File: src/design/srr_pkg.sv
`timescale 1ns / 1ps
// Shared types and constants of the selective-repeat receiver.
// Used by srr_ctrl, srr_datapath and selective_repeat_receiver; no dependencies.
package srr_pkg;

    localparam int SEQ_W   = 4;                // width of a sequence number
    localparam int SLOTS   = 1 << SEQ_W;       // slots in the receive buffer
    localparam int CNT_W   = SEQ_W + 1;        // holds counts up to SLOTS
    localparam int CFG_W   = 5;                // width of a configuration register

    localparam logic [CFG_W-1:0] SEQ_COUNT_RST   = CFG_W'(16);
    localparam logic [CFG_W-1:0] WINDOW_SIZE_RST = CFG_W'(8);
    localparam logic [CFG_W-1:0] SEQ_COUNT_MIN   = CFG_W'(2);
    localparam logic [CFG_W-1:0] SEQ_COUNT_MAX   = CFG_W'(SLOTS);
    localparam logic [CFG_W-1:0] WINDOW_MIN      = CFG_W'(1);

    // Configuration register indexes.
    localparam logic CFG_SEQ_COUNT   = 1'b0;
    localparam logic CFG_WINDOW_SIZE = 1'b1;

    // Result kinds.
    localparam logic KIND_ACK     = 1'b0;
    localparam logic KIND_DELIVER = 1'b1;

    // Commands from the controller to the datapath.
    typedef struct packed {
        logic load_in;     // capture the accepted input beat
        logic commit;      // store the payload if its slot is empty
        logic out_load;    // load the output register
        logic out_ack;     // output beat is an acknowledgement (else a delivery)
        logic walk_start;  // start the delivery walk at the window base
        logic walk_step;   // deliver the slot under the cursor
        logic base_norm;   // reduce the window base by the sequence count
    } srr_cmd_t;

    // Status from the datapath to the controller.
    typedef struct packed {
        logic base_ge_n;   // window base not yet reduced below the count
        logic drop;        // captured packet is dropped silently
        logic in_win;      // captured packet lies in the receive window
        logic at_base;     // captured packet is the window base
        logic walk_last;   // the slot under the cursor ends the delivered run
        logic out_free;    // output register can take a beat this cycle
    } srr_status_t;

endpackage

File: src/design/selective_repeat_receiver.sv
`timescale 1ns / 1ps
// A packet is captured in the input registers; its acknowledgement beat is then registered in
// the output register once that is free. The controller evaluates one packet at a time; its
// walk reads one slot a cycle while the output register is free. Reset (aresetn low,
// synchronous) clears all slot marks at once, base to 0, seq_count to 16, window_size to 8.
// After a seq_count write at or below the base, the next packet waits until the base is reduced.
module selective_repeat_receiver #(
    parameter int PAYLOAD_BITS = 32
) (
    input  logic                       aclk,
    input  logic                       aresetn,
    // Configuration write port: index 0 is seq_count, index 1 is window_size.
    input  logic                       cfg_wr_en,
    input  logic                       cfg_index,
    input  logic [srr_pkg::CFG_W-1:0]  cfg_wr_data,
    // Arriving data packets.
    input  logic                       s_valid,
    output logic                       s_ready,
    input  logic [srr_pkg::SEQ_W-1:0]  s_seq_num,
    input  logic [PAYLOAD_BITS-1:0]    s_payload_word,
    input  logic                       s_checksum_ok,
    // Results: acknowledgements and in-order deliveries.
    output logic                       m_valid,
    input  logic                       m_ready,
    output logic                       m_out_kind,
    output logic [srr_pkg::SEQ_W-1:0]  m_ack_number,
    output logic [PAYLOAD_BITS-1:0]    m_delivered_word,
    output logic                       m_last_result
);
    import srr_pkg::*;

    // The controller walks through three phases. In idle it takes one input
    // beat, unless the window base still has to be reduced after a change of
    // the sequence count. In evaluate the datapath classifies the captured
    // packet against the receive window and the old window; a dropped packet
    // returns to idle without any result beat. Otherwise the acknowledgement
    // beat is loaded into the output register as soon as it is free, and a new
    // payload is stored in its slot. When the packet is the window base the
    // controller then walks the filled run, one delivered beat per cycle while
    // the output register is free, clearing each mark and finally moving the
    // base past the run.
    // The output register parts both sides, so a new packet can be accepted
    // while the last beat of the previous one still waits for the sink.

    srr_cmd_t    cmd;
    srr_status_t status;

    srr_ctrl u_ctrl (
        .aclk    (aclk),
        .aresetn (aresetn),
        .s_valid (s_valid),
        .s_ready (s_ready),
        .status  (status),
        .cmd     (cmd)
    );

    srr_datapath #(
        .PAYLOAD_BITS (PAYLOAD_BITS)
    ) u_datapath (
        .aclk             (aclk),
        .aresetn          (aresetn),
        .cfg_wr_en        (cfg_wr_en),
        .cfg_index        (cfg_index),
        .cfg_wr_data      (cfg_wr_data),
        .s_seq_num        (s_seq_num),
        .s_payload_word   (s_payload_word),
        .s_checksum_ok    (s_checksum_ok),
        .m_valid          (m_valid),
        .m_ready          (m_ready),
        .m_out_kind       (m_out_kind),
        .m_ack_number     (m_ack_number),
        .m_delivered_word (m_delivered_word),
        .m_last_result    (m_last_result),
        .cmd              (cmd),
        .status           (status)
    );

endmodule

File: src/design/srr_ctrl.sv
`timescale 1ns / 1ps
// Controller of the selective-repeat receiver: sequences evaluation and delivery.
// Depends on srr_pkg; drives srr_datapath through command and status structs.
module srr_ctrl (
    input  logic                aclk,
    input  logic                aresetn,
    input  logic                s_valid,
    output logic                s_ready,
    input  srr_pkg::srr_status_t status,
    output srr_pkg::srr_cmd_t    cmd
);
    import srr_pkg::*;

    localparam logic [1:0] ST_IDLE = 2'd0;
    localparam logic [1:0] ST_EVAL = 2'd1;
    localparam logic [1:0] ST_WALK = 2'd2;

    logic [1:0] state_reg;
    logic [1:0] state_next;

    always_comb begin
        state_next = state_reg;
        cmd        = '0;
        s_ready    = 1'b0;
        unique case (state_reg)
            ST_IDLE: begin
                // The base is only reduced once a packet is offered, so that a
                // later change of the count still sees the unreduced base.
                s_ready       = !status.base_ge_n;
                cmd.base_norm = s_valid && status.base_ge_n;
                if (s_valid && !status.base_ge_n) begin
                    cmd.load_in = 1'b1;
                    state_next  = ST_EVAL;
                end
            end
            ST_EVAL: begin
                if (status.drop) begin
                    state_next = ST_IDLE;
                end else if (status.out_free) begin
                    cmd.out_load   = 1'b1;
                    cmd.out_ack    = 1'b1;
                    cmd.commit     = status.in_win;
                    cmd.walk_start = status.in_win && status.at_base;
                    state_next     = (status.in_win && status.at_base) ? ST_WALK : ST_IDLE;
                end
            end
            ST_WALK: begin
                if (status.out_free) begin
                    cmd.out_load  = 1'b1;
                    cmd.walk_step = 1'b1;
                    if (status.walk_last) begin
                        state_next = ST_IDLE;
                    end
                end
            end
            default: begin
                state_next = ST_IDLE;
            end
        endcase
    end

    always_ff @(posedge aclk) begin
        if (!aresetn) begin
            state_reg <= ST_IDLE;
        end else begin
            state_reg <= state_next;
        end
    end

endmodule

File: src/design/srr_datapath.sv
`timescale 1ns / 1ps
// Datapath of the selective-repeat receiver: configuration, window arithmetic,
// slot marks and payloads, delivery cursor and output register. Depends on srr_pkg.
module srr_datapath #(
    parameter int PAYLOAD_BITS = 32
) (
    input  logic                       aclk,
    input  logic                       aresetn,
    input  logic                       cfg_wr_en,
    input  logic                       cfg_index,
    input  logic [srr_pkg::CFG_W-1:0]  cfg_wr_data,
    input  logic [srr_pkg::SEQ_W-1:0]  s_seq_num,
    input  logic [PAYLOAD_BITS-1:0]    s_payload_word,
    input  logic                       s_checksum_ok,
    output logic                       m_valid,
    input  logic                       m_ready,
    output logic                       m_out_kind,
    output logic [srr_pkg::SEQ_W-1:0]  m_ack_number,
    output logic [PAYLOAD_BITS-1:0]    m_delivered_word,
    output logic                       m_last_result,
    input  srr_pkg::srr_cmd_t          cmd,
    output srr_pkg::srr_status_t       status
);
    import srr_pkg::*;

    logic [CFG_W-1:0]        seq_count_reg;
    logic [CFG_W-1:0]        window_size_reg;
    logic [SEQ_W-1:0]        base_reg;
    logic [SLOTS-1:0]        filled_reg;
    logic [PAYLOAD_BITS-1:0] payload_reg [SLOTS];

    logic [SEQ_W-1:0]        seq_reg;
    logic [PAYLOAD_BITS-1:0] word_in_reg;
    logic                    good_reg;

    logic [SEQ_W-1:0]        cur_reg;
    logic [CNT_W-1:0]        cnt_reg;

    logic                    out_valid_reg;
    logic                    out_kind_reg;
    logic [SEQ_W-1:0]        ack_reg;
    logic [PAYLOAD_BITS-1:0] word_out_reg;
    logic                    last_reg;

    logic [CFG_W-1:0]        win_w;
    logic [CFG_W-1:0]        old_lim;
    logic [CFG_W:0]          off_raw;
    logic [CFG_W-1:0]        off;
    logic [CFG_W-1:0]        cur_inc;
    logic [SEQ_W-1:0]        cur_next;
    logic [CFG_W-1:0]        cfg_seq_clamped;
    logic [CFG_W-1:0]        cfg_win_clamped;
    logic                    in_win;
    logic                    in_old;
    logic                    walk_last;

    // Window width in use and the start of the old window as an offset.
    assign win_w   = (window_size_reg > seq_count_reg) ? seq_count_reg : window_size_reg;
    assign old_lim = seq_count_reg - win_w;

    // Offset of the packet from the base; the base is below the count here.
    assign off_raw = {2'b00, seq_reg} + {1'b0, seq_count_reg} - {2'b00, base_reg};
    assign off     = (off_raw >= {1'b0, seq_count_reg})
                   ? CFG_W'(off_raw - {1'b0, seq_count_reg}) : off_raw[CFG_W-1:0];

    assign in_win = off < win_w;
    assign in_old = !in_win && (off >= old_lim);

    assign cur_inc   = {1'b0, cur_reg} + CFG_W'(1);
    assign cur_next  = (cur_inc == seq_count_reg) ? '0 : cur_inc[SEQ_W-1:0];
    assign walk_last = (cnt_reg + CNT_W'(1) == win_w) || !filled_reg[cur_next];

    assign status.base_ge_n = {1'b0, base_reg} >= seq_count_reg;
    assign status.drop      = !good_reg || ({1'b0, seq_reg} >= seq_count_reg)
                            || (!in_win && !in_old);
    assign status.in_win    = in_win;
    assign status.at_base   = seq_reg == base_reg;
    assign status.walk_last = walk_last;
    assign status.out_free  = !out_valid_reg || m_ready;

    assign cfg_seq_clamped = (cfg_wr_data < SEQ_COUNT_MIN) ? SEQ_COUNT_MIN
                           : (cfg_wr_data > SEQ_COUNT_MAX) ? SEQ_COUNT_MAX : cfg_wr_data;
    assign cfg_win_clamped = (cfg_wr_data < WINDOW_MIN) ? WINDOW_MIN
                           : (cfg_wr_data > seq_count_reg) ? seq_count_reg : cfg_wr_data;

    always_ff @(posedge aclk) begin
        if (!aresetn) begin
            seq_count_reg   <= SEQ_COUNT_RST;
            window_size_reg <= WINDOW_SIZE_RST;
            base_reg        <= '0;
            filled_reg      <= '0;
            out_valid_reg   <= 1'b0;
        end else begin
            if (cfg_wr_en) begin
                if (cfg_index == CFG_SEQ_COUNT) begin
                    seq_count_reg <= cfg_seq_clamped;
                end else begin
                    window_size_reg <= cfg_win_clamped;
                end
            end
            if (cmd.base_norm) begin
                base_reg <= SEQ_W'({1'b0, base_reg} - seq_count_reg);
            end else if (cmd.walk_step && walk_last) begin
                base_reg <= cur_next;
            end
            if (cmd.commit) begin
                filled_reg[seq_reg] <= 1'b1;
            end else if (cmd.walk_step) begin
                filled_reg[cur_reg] <= 1'b0;
            end
            if (cmd.out_load) begin
                out_valid_reg <= 1'b1;
            end else if (m_ready) begin
                out_valid_reg <= 1'b0;
            end
        end
    end

    // Payload and working registers carry no reset.
    always_ff @(posedge aclk) begin
        if (cmd.load_in) begin
            seq_reg     <= s_seq_num;
            word_in_reg <= s_payload_word;
            good_reg    <= s_checksum_ok;
        end
        if (cmd.commit && !filled_reg[seq_reg]) begin
            payload_reg[seq_reg] <= word_in_reg;
        end
        if (cmd.walk_start) begin
            cur_reg <= seq_reg;
            cnt_reg <= '0;
        end else if (cmd.walk_step) begin
            cur_reg <= cur_next;
            cnt_reg <= cnt_reg + CNT_W'(1);
        end
        if (cmd.out_load) begin
            if (cmd.out_ack) begin
                out_kind_reg <= KIND_ACK;
                ack_reg      <= seq_reg;
                word_out_reg <= '0;
                last_reg     <= !(in_win && (seq_reg == base_reg));
            end else begin
                out_kind_reg <= KIND_DELIVER;
                ack_reg      <= '0;
                word_out_reg <= payload_reg[cur_reg];
                last_reg     <= walk_last;
            end
        end
    end

    assign m_valid          = out_valid_reg;
    assign m_out_kind       = out_kind_reg;
    assign m_ack_number     = ack_reg;
    assign m_delivered_word = word_out_reg;
    assign m_last_result    = last_reg;

    // A delivery only takes a slot that holds a payload.
    a_walk_filled: assert property (@(posedge aclk) disable iff (!aresetn)
        cmd.walk_step |-> filled_reg[cur_reg])
        else $error("delivery walk reached an empty slot");

    // The walk never runs past the window width.
    a_walk_bound: assert property (@(posedge aclk) disable iff (!aresetn)
        cmd.walk_step |-> (cnt_reg < win_w))
        else $error("delivery walk ran past the window");

    // A beat is never loaded over one the sink has not taken.
    a_out_free: assert property (@(posedge aclk) disable iff (!aresetn)
        cmd.out_load |-> (!out_valid_reg || m_ready))
        else $error("output beat overwritten");

    // Packets are only evaluated against a reduced window base.
    a_base_range: assert property (@(posedge aclk) disable iff (!aresetn)
        cmd.load_in |=> ({1'b0, base_reg} < seq_count_reg))
        else $error("window base out of range during evaluation");

endmodule
File: config.mk
export PLATFORM = sky130hd
export DESIGN_NAME = selective_repeat_receiver
export DESIGN_NICKNAME = d
export VERILOG_FILES = /design/src/design/srr_pkg.sv /design/src/design/selective_repeat_receiver.sv /design/src/design/srr_ctrl.sv /design/src/design/srr_datapath.sv
export SDC_FILE = /design/constraint.sdc
export NUM_CORES = 1
export LEC_CHECK = 0
export ABC_AREA = 1
export BUFFER_PORTS_ARGS = -buffer_cell sky130_fd_sc_hd__buf_2
export CAP_MARGIN = 20
export CORE_MARGIN = 1
export CORE_UTILIZATION = 35
export CTS_CLUSTER_SIZE = 30
export DETAILED_ROUTE_END_ITERATION = 10
export PLACE_DENSITY_LB_ADDON = 0.12
export RECOVER_POWER = 25
export SLEW_MARGIN = 20
export SYNTH_ARGS = -nofsm -noshare
export SYNTH_HDL_FRONTEND = slang
export SYNTH_SLANG_ARGS = --single-unit
File: constraint.sdc
create_clock -name aclk -period 7.18 [get_ports aclk]
set_clock_uncertainty 0.15 [all_clocks]
set_input_delay 0.359 -clock aclk [delete_from_list [all_inputs] [get_ports aclk]]
set_output_delay 0.359 -clock aclk [all_outputs]
set_load 0.01 [all_outputs]
**Word level (Yosys, flattened, before mapping)**

Memories as Yosys holds them, arrays and structs flattened. A register that Yosys moved wholly into a read port is not among the register bits.
Index checks and enable logic that the tools add are counted.

- Muxes and demuxes: 45
- Bitwise gates (word level): 4
- Reductions and logical operators: 29
- Magnitude comparators: 15
- Eq/ne operators: 9
- Add/subtract/negate cells: 7

Operators with widths:

| cell | count |
|---|---|
| 16-bit 2-to-1 mux | 2 |
| 5-bit 2-to-1 mux | 6 |
| 4-bit 2-to-1 mux | 7 |
| 1-bit 2-to-1 mux | 17 |
| 16-bit bitwise AND | 1 |
| 16-bit inverter | 1 |
| 16-bit OR | 1 |
| 4-bit by 5-bit < comparator with 1-bit output (second input constant) | 3 |
| 2-bit 2-to-1 mux | 7 |
| 5-bit equality test | 2 |
| 4-bit by 5-bit greater-or-equal comparator with 1-bit output | 2 |
| 5-bit greater-than comparator | 2 |
| 5-bit subtractor | 2 |
| 1-bit logical AND | 9 |
| 1-bit binary-select mux with 4-bit select | 2 |
| 1-bit demux with 4-bit select | 2 |
| 4-bit by 1-bit greater-or-equal comparator with 1-bit output (second input constant) | 2 |
| 1-bit logical NOT | 8 |
| 2-bit nonzero test | 4 |
| 4-bit by 5-bit adder with 6-bit output | 1 |
| 6-bit by 5-bit greater-or-equal comparator with 1-bit output | 1 |
| 2-bit case mux with 3 select lines | 1 |
| 6-bit by 4-bit subtractor with 6-bit output | 1 |
| 4-bit by 1-bit adder with 5-bit output (second input constant) | 1 |
| other kinds (19) | 24 |

- Memory bits (writable): 512
- Output and inout port bits: 40
- Flip-flop bits (word level): 85
- Memories kept: 1

Memories:

| memory | depth | bits a word | read ports | clocked after memory_dff | wr ports | RTL line | text |
|---|---|---|---|---|---|---|---|
| u_datapath.payload_reg | 16 | 32 | 1 | 1 | 1 | srr_datapath.sv:30 | `logic [PAYLOAD_BITS-1:0] payload_reg [SLOTS];` |

**Depth between registers and ports, before layout**

- Depth after elaboration: 15
- Gate-level depth with buffers: 33
- Depth with buffers taken out: 33

**Cells and area by module**

A second synthesis with hierarchy kept.

- Cell total of the unflattened synthesis: 2135
- Area, all modules: 26182.6 µm²

Modules (own cells, without submodules):

| module | cells each | times used | sequential area each (µm²) | area an instance (µm²) |
|---|---|---|---|---|
| srr_datapath | 2083 | 1 | 18467.7 | 25892.3 |
| srr_ctrl | 52 | 1 | 40.0 | 290.3 |

**Worst setup path before layout**

No wires, ideal clock.

- Path type: register to register
- Start: register u_datapath.seq_count_reg[1]
- End: memory u_datapath.payload_reg[0][0], enable pin
- Data arrival time: 5391 ps
- Cell stages (with the launch flop): 27
- Slack: 1218 ps
- Cell sequence: dfxtp_1 > inv_1 > fa_1 > inv_1 > ha_1 > nand2_1 > inv_1 > a21oi_1 > xnor2_1 > ha_1 > a21oi_2 > nand3_2 > a21oi_4 > nand3_2 > inv_1 > o21ai_0 > ha_1 > a21oi_1 > o21ai_1 > nand2_1 > nand2_1 > nand2_2 > nand2_4 > nand3_4 > inv_4 > nand3_4 > nor2_1

- Cells in the longest elaborated chain, start to end: 15
- Elaborated cells on any way between the ends: 23
- Those cells by class: add/sub (4); order compare (5); mux (7); reduce/logical (7)

Ends and longest elaborated chain:

| what | RTL line | text |
|---|---|---|
| start: declaration | srr_datapath.sv:26 | `logic [CFG_W-1:0] seq_count_reg;` |
| start signal: assignment | srr_datapath.sv:96 | `seq_count_reg <= cfg_seq_clamped;` |
| 4-bit by 5-bit adder with 6-bit output | srr_datapath.sv:62 | `assign off_raw = {2'b00, seq_reg} + {1'b0, seq_count_reg} - {2'b00, base_reg};` |
| 6-bit by 4-bit subtractor with 6-bit output | srr_datapath.sv:62 |  |
| 5-bit subtractor / 6-bit by 5-bit greater-or-equal comparator with 1-bit output (equally long branches) | srr_datapath.sv:64, srr_datapath.sv:63 |  |
| 5-bit 2-to-1 mux | srr_datapath.sv:64 | `? CFG_W'(off_raw - {1'b0, seq_count_reg}) : off_raw[CFG_W-1:0];` |
| 5-bit < comparator | srr_datapath.sv:66 | `assign in_win = off < win_w;` |
| 1-bit logical NOT | srr_datapath.sv:67, srr_datapath.sv:75 |  |
| 1-bit logical AND | srr_datapath.sv:67 | `assign in_old = !in_win && (off >= old_lim);` |
| 1-bit logical NOT | srr_datapath.sv:75 | `\|\| (!in_win && !in_old);` |
| 1-bit logical AND | srr_datapath.sv:75 |  |
| 1-bit logical OR | srr_datapath.sv:75 |  |
| 4-bit 2-to-1 mux (*) | srr_ctrl.sv:37 | `if (status.drop) begin` |
| 1-bit 2-to-1 mux (*) | srr_ctrl.sv:25 | `unique case (state_reg)` |
| 1-bit logical AND (*) | srr_datapath.sv:126 | `if (cmd.commit && !filled_reg[seq_reg]) begin` |
| 1-bit 2-to-1 mux (*) | srr_datapath.sv:126 |  |
| 1-bit 2-to-1 mux (implied by the code) (*) | srr_datapath.sv:127 | `payload_reg[seq_reg] <= word_in_reg;` |
| end: declaration | srr_datapath.sv:30 |  |

Every way passes the cells marked *; elsewhere a longest branch is shown, timed or not.

**Worst setup path after layout**

- Start: register u_datapath.seq_count_reg[1]
- End: memory u_datapath.payload_reg[0][5], enable pin

The elaborated chain is that of the path after synthesis.

==> results.txt <==
* RR Endpoint: u_datapath.payload_reg[0][5]
- Detailed placement HPWL: 42100 µm
* Iteration count of the initial detailed-routing pass: 8
* Area of the core region: 74300 µm²
- Static timing analysis puts the maximum clock frequency at 155 MHz.
* Storage cell area: 18500 µm²
- Signed area change from the synthesized netlist to the final layout: 16.5%
* Worst-Margin Slew: 1.04 ns
- Remaining max-slew budget at the tightest pin: 30.6%
- TritonCTS sink count: 629
* Die outline width: 276 µm
- The H-tree was split into 3 levels.
- Among the stages of the critical path, the cell type that occurs most often is inv_1.
* Share of the synthesized area in the top cell type: 67.6%
- Clock-pin slew on the worst setup and hold paths: 0.06 ns
- The count of endpoints failing hold in the final timing report came to 0.
- Measured along the y axis, the die boundary spans 276 µm.
* TritonCTS clock tree: yes
- Cell type of the slowest stage on the worst timing path: nor2_4
- DR vias: 17100
* Post-synthesis cell type with the largest combined area: edfxtp_1
- Diodes inserted: 0
* Max_cap viols: 0
- Predominant post-synthesis flop cell: edfxtp_1
- Number of setup violations in the final report: 0
- The initial antenna violation count came to 1.
- Total power per unit cell area: 346 nW/µm²
- Post-synthesis instance area: 26300 µm²
* Biggest fanout along the worst timing path: 16
* Setup slack on the worst flop-to-flop path: 0.72 ns
* Most used cells in the layout excluding fill and tap cells: 591 x edfxtp_1, 298 x nor2_1, 280 x o21ai_0
- Max rail drop VDD: 0.000181 V
- Leaving out fill and tap cells, the most frequent cell in the layout is edfxtp_1.
* Worst R2R Path Depth: 25
- TritonCTS created 72 clock buffers.
* GP Congestion: 0.838
- The worst setup path is captured at a flip-flop.
- For this run, the total global-route usage over all layers was measured as 19.1%.
- Yosys warning total: 0
- Final WS setup: 0.719 ns
- Synthesis produced a netlist with a net count of 2226.
- Worst path arrival time: 6.62 ns
- Tracing the worst setup path back leads to its startpoint at u_datapath.seq_count_reg[1].
* Overflow left after global routing: 0
- Counting flops with an async set or reset pin after synthesis yields a share of 0%.
* Global-route wire length before repair: 108000 µm
- Wires add up to 72400 µm.
- Setup CP Type: reg2reg
- Sorting the synthesized cells by area gives the leading types as edfxtp_1 68%, o21ai_0 5.3%, nor2_1 4.4%.
- A synthesized cell averages 12.4 µm².
* Part of the Yosys area used for sequential elements: 70.5%
- Worst R2R Start: u_datapath.seq_count_reg[1]
- Port buffering added 87 buffers.
* Number of flip-flops under the largest register name: 512
- TNS Setup: 0 ns
- Combined area of the multi-input logic cells: 6950 µm²
- Synthesis instantiated 44 different standard cells from the library.
- In this run the static leakage power is 10.5 nW.
* Number of rows in the core area: 100
* Result of the run: completed
- After the last flow step, the layout net total stands at 2362.
- Via count of the first global-routing pass: 16900
- Class of the tightest hold or removal check: in2reg
- After clock tree synthesis, the repair step resized 0 gates.
- Synthesis produced 2120 cells.
- Dividing the final minimum period by the clock period gives 90.0%.
- CP endpoint: u_datapath.payload_reg[0][5]
- CTS max path bufs: 3
* Number of enable flip-flop cells after synthesis: 591
* Sum of buffers and inverters on the critical path: 8
- In the final layout, the share of cells above drive strength 1 is 12.1%.
- Die outline area: 76100 µm²
- STA puts the critical path data required time at 7.34 ns.
* Category of cells accounting for the largest share of critical-path delay: adder cells
* Mean number of vias per cell: 5.21
- For the finished layout, the period the worst path requires is 6.46 ns.
- The first routing iteration left 1392 violations.
* Clock network latency to the later pin of the worst-skew pair: 0.61 ns
- For this run, design rule violations remaining after detail routing come to 0.
* I/O pin total: 88
* Critical Path Start Type: flip-flop
* Flip-flop and latch count after synthesis: 629
- Clk Tree Root Cell: clkbuf_16
- WP depth: 25
* Delay of the slowest cell on the worst path: 0.63 ns
* Number of nets still failing antenna checks after routing: 0
* Max-slew violation count: 0
* Unrepaired setup endpoints after global routing: false
* Initial core utilization: 35.3%
- Entering global routing, the biggest net connects 97 pins.
- Dividing the detail-routed wire length by the instance count gives 22.1 µm.
* Minimum setup slack after placement: 0.760 ns
* Fillers: 7072
==> Yosys cell counts, types with 2 or more instances <==
cell type and n:
a21oi_1 112, a22o_1 33, a22oi_1 7, a31oi_1 7, buf_1 5, buf_2 16
clkbuf_1 87, dfxtp_1 38, edfxtp_1 591, fa_1 7, ha_1 51, inv_1 107
inv_2 6, nand2_1 186, nand2_2 8, nand2_4 3, nand3_1 46, nand3_2 4
nand3_4 2, nand4_1 10, nor2_1 308, nor2_4 10, nor3_1 3, o2111ai_1 2
o211ai_1 9, o21a_1 7, o21ai_0 280, o21ai_1 4, o21ai_4 2, o21bai_2 2
o221ai_1 6, o22ai_1 129, o31ai_1 2, or2_2 2, xnor2_1 10, xor2_1 10
==> cell type report <==
| cell class | count | area share [%] |
|---|---|---|
| clock inverters | 36 | 0.858 |
| inverters | 115 | 1.44 |
| clock buffers | 93 | 6.52 |
| multi-input cells | 1266 | 22.7 |
| repair buffers | 172 | 4.06 |
| well taps | 969 | 3.96 |
| flip-flops and latches | 629 | 60.5 |
==> metal layers <==
layer | vias to the layer above | global-route usage (%) | part of all wire (%)
met5 | - | 0 | 0
met4 | 0 | 4.66 | 1.5
met3 | 75 | 2.81 | 4.5
met2 | 428 | 30.4 | 46
met1 | 8577 | 27.3 | 48
li1 | 8023 | - | -
==> where the power goes <==
group | leakage, nW | switching (mW) | internal [mW]
sequential | 5.65 | 0.238 | 4.42
combinational | 3.72 | 1.66 | 0.757
clock | 1.10 | 1.44 | 2.07
total | 10.5 | 3.34 | 7.24
==> stage by stage <==
stage / cells / cell area [µm²] / hold WS, ns / power, mW / util, %
floorplan: 2120 / 26300 / 0.285 / 6.27 / -
global placement: 3107 / 27900 / 0.325 / 7.14 / 37.6
global route: 3280 / 30600 / 0.0677 / 11.1 / 41.2
finish: 3280 / 30600 / 0.0646 / 10.6 / 41.2
CTS: 3280 / 30600 / 0.0106 / 10.7 / 41.2
detailed placement: 3107 / 27900 / 0.334 / 7.17 / 37.6
==> cells by family after synthesis <==
group / count (synthesis) / share of synthesized area, %
simple gates: 584 / 9.36
fa+ha+maj: 58 / 2.96
compound gates: 604 / 13.2
buf+inv: 225 / 3.36
flops: 629 / 70.5
xor+xnor: 20 / 0.667
==> worst register-to-register path: cells and delay by family, from the launching register on <==
family / cells / cell delay, ns
buffers and inverters: 8 / 1.02
DFF: 1 / 0.62
AOI/OAI and AO/OA: 3 / 0.63
and+or+nand+nor: 10 / 1.88
adders and majority gates: 4 / 1.89
==> how the worst min path moves through the flow <==
stage	from	end	depth (start not counted)
after floorplan	aresetn	u_datapath.seq_count_reg[4]	1
after global placement	u_datapath.filled_reg[15]	u_datapath.filled_reg[15]	2
after detailed placement	u_datapath.filled_reg[15]	u_datapath.filled_reg[15]	2
after CTS	cfg_wr_en	u_datapath.window_size_reg[1]	4
after global routing	cfg_wr_en	u_datapath.window_size_reg[2]	4
final	cfg_wr_en	u_datapath.window_size_reg[2]	4
==> repair_timing <==
item,4_1_cts,5_1_grt
setup buffers,0,0
hold endpoints to repair,50,0
hold buffers,44,0
No activity file was read; power rests on OpenSTA's default activity.
